**config.mk**
```make
export PLATFORM = sky130hd
export DESIGN_NAME = mhbh_mulhi
export DESIGN_NICKNAME = d
export VERILOG_FILES = /design/src/rtl/core/mhbh_pkg.sv /design/src/rtl/core/mhbh_mulhi.sv
export SDC_FILE = /design/constraint.sdc
export NUM_CORES = 2
export LEC_CHECK = 0
export ABC_AREA = 1
export BUFFER_PORTS_ARGS = -buffer_cell sky130_fd_sc_hd__clkbuf_2
export CAP_MARGIN = 20
export CORE_AREA = 2 2 270 272
export DETAILED_ROUTE_END_ITERATION = 7
export DIE_AREA = 0 0 272 274
export PLACE_DENSITY = 0.66
export SLEW_MARGIN = 10
export SYNTH_ARGS = -nofsm -noshare
export SYNTH_HDL_FRONTEND = slang
export SYNTH_SLANG_ARGS = --single-unit
```
**constraint.sdc**
```tcl
create_clock -name clk -period 21.6 [get_ports clk]
set_input_delay 4.32 -clock clk [delete_from_list [all_inputs] [get_ports clk]]
set_output_delay 4.32 -clock clk [all_outputs]
set_load 0.02 [all_outputs]
```
**src/rtl/core/mhbh_pkg.sv**
```systemverilog
// Package: shared types and constants of the block hasher.
`timescale 1ns / 1ps
`default_nettype none
package mhbh_pkg;
  localparam int unsigned WORD_W = 32;
  localparam int unsigned ADDR_W = 16;
  localparam int unsigned CFG_W = 13;
  localparam int unsigned CFG_IDX_W = 3;
  localparam int unsigned MEM_WORDS = 65536;
  localparam int unsigned MEM_AW = 16;

  localparam logic [1:0] REQ_WRITE = 2'd0;
  localparam logic [1:0] REQ_READ  = 2'd1;
  localparam logic [1:0] REQ_LANE  = 2'd2;
  localparam logic [1:0] REQ_HASH  = 2'd3;

  localparam logic [CFG_IDX_W-1:0] CFG_BLOCK_WORDS = 3'd0;
  localparam logic [CFG_IDX_W-1:0] CFG_SUB_WORDS   = 3'd1;
  localparam logic [CFG_IDX_W-1:0] CFG_MULT_ROUNDS = 3'd2;
  localparam logic [CFG_IDX_W-1:0] CFG_PASS_COUNT  = 3'd3;
  localparam logic [CFG_IDX_W-1:0] CFG_LANE_COUNT  = 3'd4;

  typedef struct packed {
    logic [1:0]  req_type;
    logic [15:0] word_addr;
    logic [2:0]  lane_sel;
    logic [31:0] wdata;
    logic [15:0] source_base;
    logic [15:0] previous_base;
    logic [15:0] dest_base;
  } req_t;

  typedef struct packed {
    logic [31:0] rdata;
    logic [2:0]  out_lane;
    logic [31:0] chain_word;
    logic        last;
  } res_t;

  typedef enum logic [4:0] {
    ST_IDLE, ST_RD_ISSUE, ST_RD_WAIT, ST_RD_OUT,
    ST_SEL_ISSUE, ST_SEL_WAIT, ST_GROUP,
    ST_MUL_BC, ST_MUL_AD, ST_MUL_CD,
    ST_PW_ISSUE, ST_PW_WAIT, ST_LANE,
    ST_OUT
  } state_t;

  // floor power of two of a 13-bit value (value >= 1)
  function automatic logic [12:0] floor_pow2(input logic [12:0] v);
    logic [12:0] p;
    p = 13'd1;
    for (int i = 12; i >= 0; i--) begin
      if (v[i] && p == 13'd1) p = 13'(1) << i;
    end
    return p;
  endfunction

  function automatic logic [31:0] rotl8(input logic [31:0] x);
    return {x[23:0], x[31:24]};
  endfunction
endpackage
`default_nettype wire

```
**src/rtl/core/mhbh_mulhi.sv**
```systemverilog
// Shared 32x32 multiplier returning the registered high word.
`timescale 1ns / 1ps
`default_nettype none
module mhbh_mulhi (
  input  wire logic        clk,
  input  wire logic [31:0] op_a,
  input  wire logic [31:0] op_b,
  output logic [31:0]      hi
);
  import mhbh_pkg::*;
  logic [63:0] prod;
  assign prod = {32'd0, op_a} * {32'd0, op_b};
  always_ff @(posedge clk) begin
    hi <= prod[63:32];
  end
endmodule
`default_nettype wire
```
* Yosys cells after proc, flatten, opt, wreduce, memory -nomap -nowiden
Cells that the tools add are included.
** Operators by class
- $mul :: 1
** Operators with widths (count)
- 32-bit by 32-bit multiplier with 64-bit output :: 1
** Word-level totals
- Register bits after elaboration :: 32
- Bits of input ports :: 65
- Output and inout port bits :: 32
- Word-level logic and storage cells :: 2

* Logic depth before layout (Yosys ltp)
- Depth in word-level cells :: 1
- Depth in mapped cells :: 32
- Gate-level depth less buffers :: 31

* Worst setup path before layout
Ideal clock, no wire load.
- Path kind :: input to register
- Start :: in op_a[25]
- End :: reg hi[26]
- Data arrival time :: 10.103 ns
- Required time :: 21.488 ns
- Setup slack :: 11.384 ns
- Cell stages on the path :: 26
- Path through :: clkbuf_1 > nand2_1 > fa_1 > inv_1 > fa_1 > inv_1 > fa_1 > inv_1 > fa_1 > fa_1 > fa_1 > fa_1 > inv_1 > fa_1 > inv_1 > ha_1 > nand2_1 > inv_1 > a21oi_1 > o21ai_0 > a21oi_1 > nor2_1 > nor2_1 > nand2_1 > nand2_1 > nand2_1
** Between the ends
- Longest elaborated chain between the ends :: 1
** Ends and longest elaborated chain
- from (decl) :: RTL line mhbh_mulhi.sv:6 : input wire logic [31:0] op_a,
- 32-bit by 32-bit multiplier with 64-bit output :: RTL line mhbh_mulhi.sv:12 : assign prod = {32'd0, op_a} * {32'd0, op_b};
- net prod[58] :: RTL line mhbh_mulhi.sv:11 : logic [63:0] prod;
- to (signal assigned) :: RTL line mhbh_mulhi.sv:14 : hi <= prod[63:32];
- to (decl) :: RTL line mhbh_mulhi.sv:8 : output logic [31:0] hi
The timed path passes the listed nets, and every way through them passes these cells.

* Final worst setup path
- Start :: in op_a[12]
- End :: reg hi[0]
Same word-level chain as after synthesis.

==> flow_summary.ini <==
[clock_tree]
cts_buffers = 5
cts.sinks = 32
cts.htree.levels = 2
cts_root_buf = clkbuf_16
cts_resized = 0
clk_pin_slew_worst_paths_ns = 0.06
clockBufferDepth = 2
cts_setup_buffers = 0
cts_hold_repair.buffers = 0
cts_tree = built

[cells_and_area]
area_delta_synth_final_pct = 3.41
drive_gt1_share_pct = 2.86
layout_top_registers = hi x32
top_register = hi
fill_cells = 7121
largest_reg_flops = 32
fin_nets = 5902
fin_cells = 5643

[floorplanning]
die_area_mm2 = 0.0745
die_h_um = 274
io_pins = 97
core_mm2 = 0.0720
dieWidth_um = 272
initial_core_util_pct = 49.5
rows = 99

[placed_design]
dp_hpwl_mm = 79.2
routabilityCongestion = 0.938
dp_cells = 5634
io_buffers = 96

[worst_setup_path]
crit_type = in -> reg
timing.critical_path.required_ns = 21.75
crit_path_end_kind = flop
arrival_ns = 11.44
critPathLaunchType = primary input
crit_fanout = 32

[min_path]
hp-class = reg -> out
hold_depth = 1
holdPathEnd = hi[3]
hold_start = hi[3]

[timing]
finalSetupViolations = 0
worstMarginPinSlew_ns = 1.14
period_share_pct = 52.3
slew_headroom_pct = 23.7
hold_violations = 0
period_needed_ns = 11.29
maxSlewViolCount = 0
final.setup.tns_ns = 0
max_freq_ghz = 0.0886
rsz0062_at_grt = false

[global_route]
overflow = 0
grt_pass1_vias = 30600
grt_max_degree = 33
grt_pass1_wl_mm = 165
grt_antenna_before_repair = 1
track_usage_pct = 28.3

[synth]
synth_fa_ha_area_share_pct = 59.4
ys_ff_latch = 32
syn-instance-count = 4757
syn_area_per_cell_um2 = 7.49
netlist_area_mm2 = 0.0356
synthXorXnorAreaFrac_pct = 0.221
synth-simple-area-share_pct = 17.1
ys_warn_count = 0
synth_nets = 5977
synth_top_family_by_area = adder cells
synthMuxAreaShare_pct = 0
ys_seq_area_share_pct = 1.80
synth_compound_area_share_pct = 2.30
synth_cell_types = 29
yosysTopAreaCellShare_pct = 50.3
synth.area.top_cells = fa_1 (50%), inv_1 (17%), nand2_1 (14%)
yosys.area.top_type = fa_1

[routing]
via_count = 28000
drc = 0
ant_nets = 0
firstDrtPassIters = 5
wl_per_cell_um = 17.5
avgViaCountPerCell = 4.97
drt_iter0_markers = 1787
wirelength_mm = 98.8

[run_status]
status = complete, no violations

[job]
drv_cap = 0
-- cell families after synthesis --
| logic type | count (synthesis) |
|---|---|
| AO/OA/AOI/OAI | 153 |
| AND/OR/NAND/NOR | 1588 |
| XOR/XNOR | 9 |
| adder cells (fa/ha/maj) | 1155 |
| buffers and inverters | 1820 |
| flip-flops | 32 |
-- synth_stat cells --
cell	count
nor3_1	11
xor2_1	5
o21ai_0	46
a21o_1	4
nor2_4	1
nand3b_1	4
o21a_1	3
o21ai_1	2
o21ai_2	1
fa_1	895
o21bai_1	11
xnor2_1	4
nor4_1	2
dfxtp_1	32
nand3_1	44
inv_1	1623
nand4_1	3
inv_2	5
nand2_2	1
o211ai_1	1
nor2_2	5
nor3_2	2
clkbuf_1	192
a31oi_1	1
nand2_1	1357
nor4_2	1
a21oi_1	84
ha_1	260
nor2_1	157
-- critical path, stage by stage --
cell and delay [ns]:
clkbuf_2 0.83, nand2_1 0.14, inv_1 0.12, fa_1 0.43, fa_1 0.46, fa_1 0.55
inv_1 0.06, fa_1 0.48, inv_1 0.05, fa_1 0.50, inv_1 0.05, fa_1 0.53
inv_1 0.05, fa_1 0.50, inv_1 0.06, fa_1 0.50, inv_1 0.05, ha_1 0.30
nand2_1 0.14, inv_1 0.05, a21oi_1 0.35, nor2_1 0.07, nor2_1 0.13, nand3_1 0.15
nand2_1 0.08, nand2_1 0.10, xor2_1 0.37
-- metal layers --
metal  part of all wire [%]  vias up  track usage [%]
met5                      0        -                0
met4                    1.4        0             4.21
met3                    9.1       99             4.39
met2                     45     1074             45.6
met1                     44    14100             41.4
li1                       -    12800                -
-- metrics by stage --
step	area (µm²)	hold slack, ns	setup slack [ns]	utilization, %
floorplan	35600	4.66	11.38	-
global route	36900	5.06	9.99	51.2
finish	36900	5.04	10.31	51.2
detailed placement	36700	4.73	10.20	51.0
CTS	36900	5.05	10.43	51.2
global placement	36700	4.74	10.08	51.0
-- layout by cell type, fill, tap and decap left out, types with 2 or more instances in the layout --
master      netlist  final
xnor2_1           4      4
inv_1          1623   1623
a21o_1            4      4
nand4_1           3      3
nor2_1          157    157
inv_2             5      5
nand3b_1          4      4
xor2_1            5      5
nor3_1           11     11
buf_4             0     14
a21oi_1          84     84
nand2_1        1357   1357
dfxtp_1          32     32
nand3_1          44     44
nor2_2            5      5
nor3_2            2      2
o21ai_0          46     46
clkbuf_2          0     96
o21ai_1           2      2
clkbuf_16         0      5
o21bai_1         11     11
clkinvlp_4        0      2
fa_1            895    895
nor4_1            2      2
ha_1            260    260
o21a_1            3      3
-- cell type report --
cell class	instances	area (µm²)	share of cell area [%]
multi-input cells	2905	28200	76.4
repair buffers	110	586	1.59
well taps	959	1200	3.26
clock buffers	5	125	0.339
inverters	1628	6110	16.6
clock inverters	3	23.8	0.0645
flip-flops and latches	32	641	1.74
diodes	1	2.50	0.00679
-- worst max-delay path by stage --
stage | endpoint | depth (start not counted) | startpoint | slack [ns]
after floorplan | hi[26] | 26 | op_a[25] | 11.38
after global placement | hi[0] | 27 | op_a[16] | 10.08
after detailed placement | hi[0] | 27 | op_a[16] | 10.20
after CTS | hi[0] | 27 | op_a[16] | 10.43
after global routing | hi[0] | 27 | op_a[13] | 9.99
final | hi[0] | 27 | op_a[12] | 10.31
Power is not shown: default switching activity piles up to over one toggle a cycle in this logic, so the estimate is an artifact.
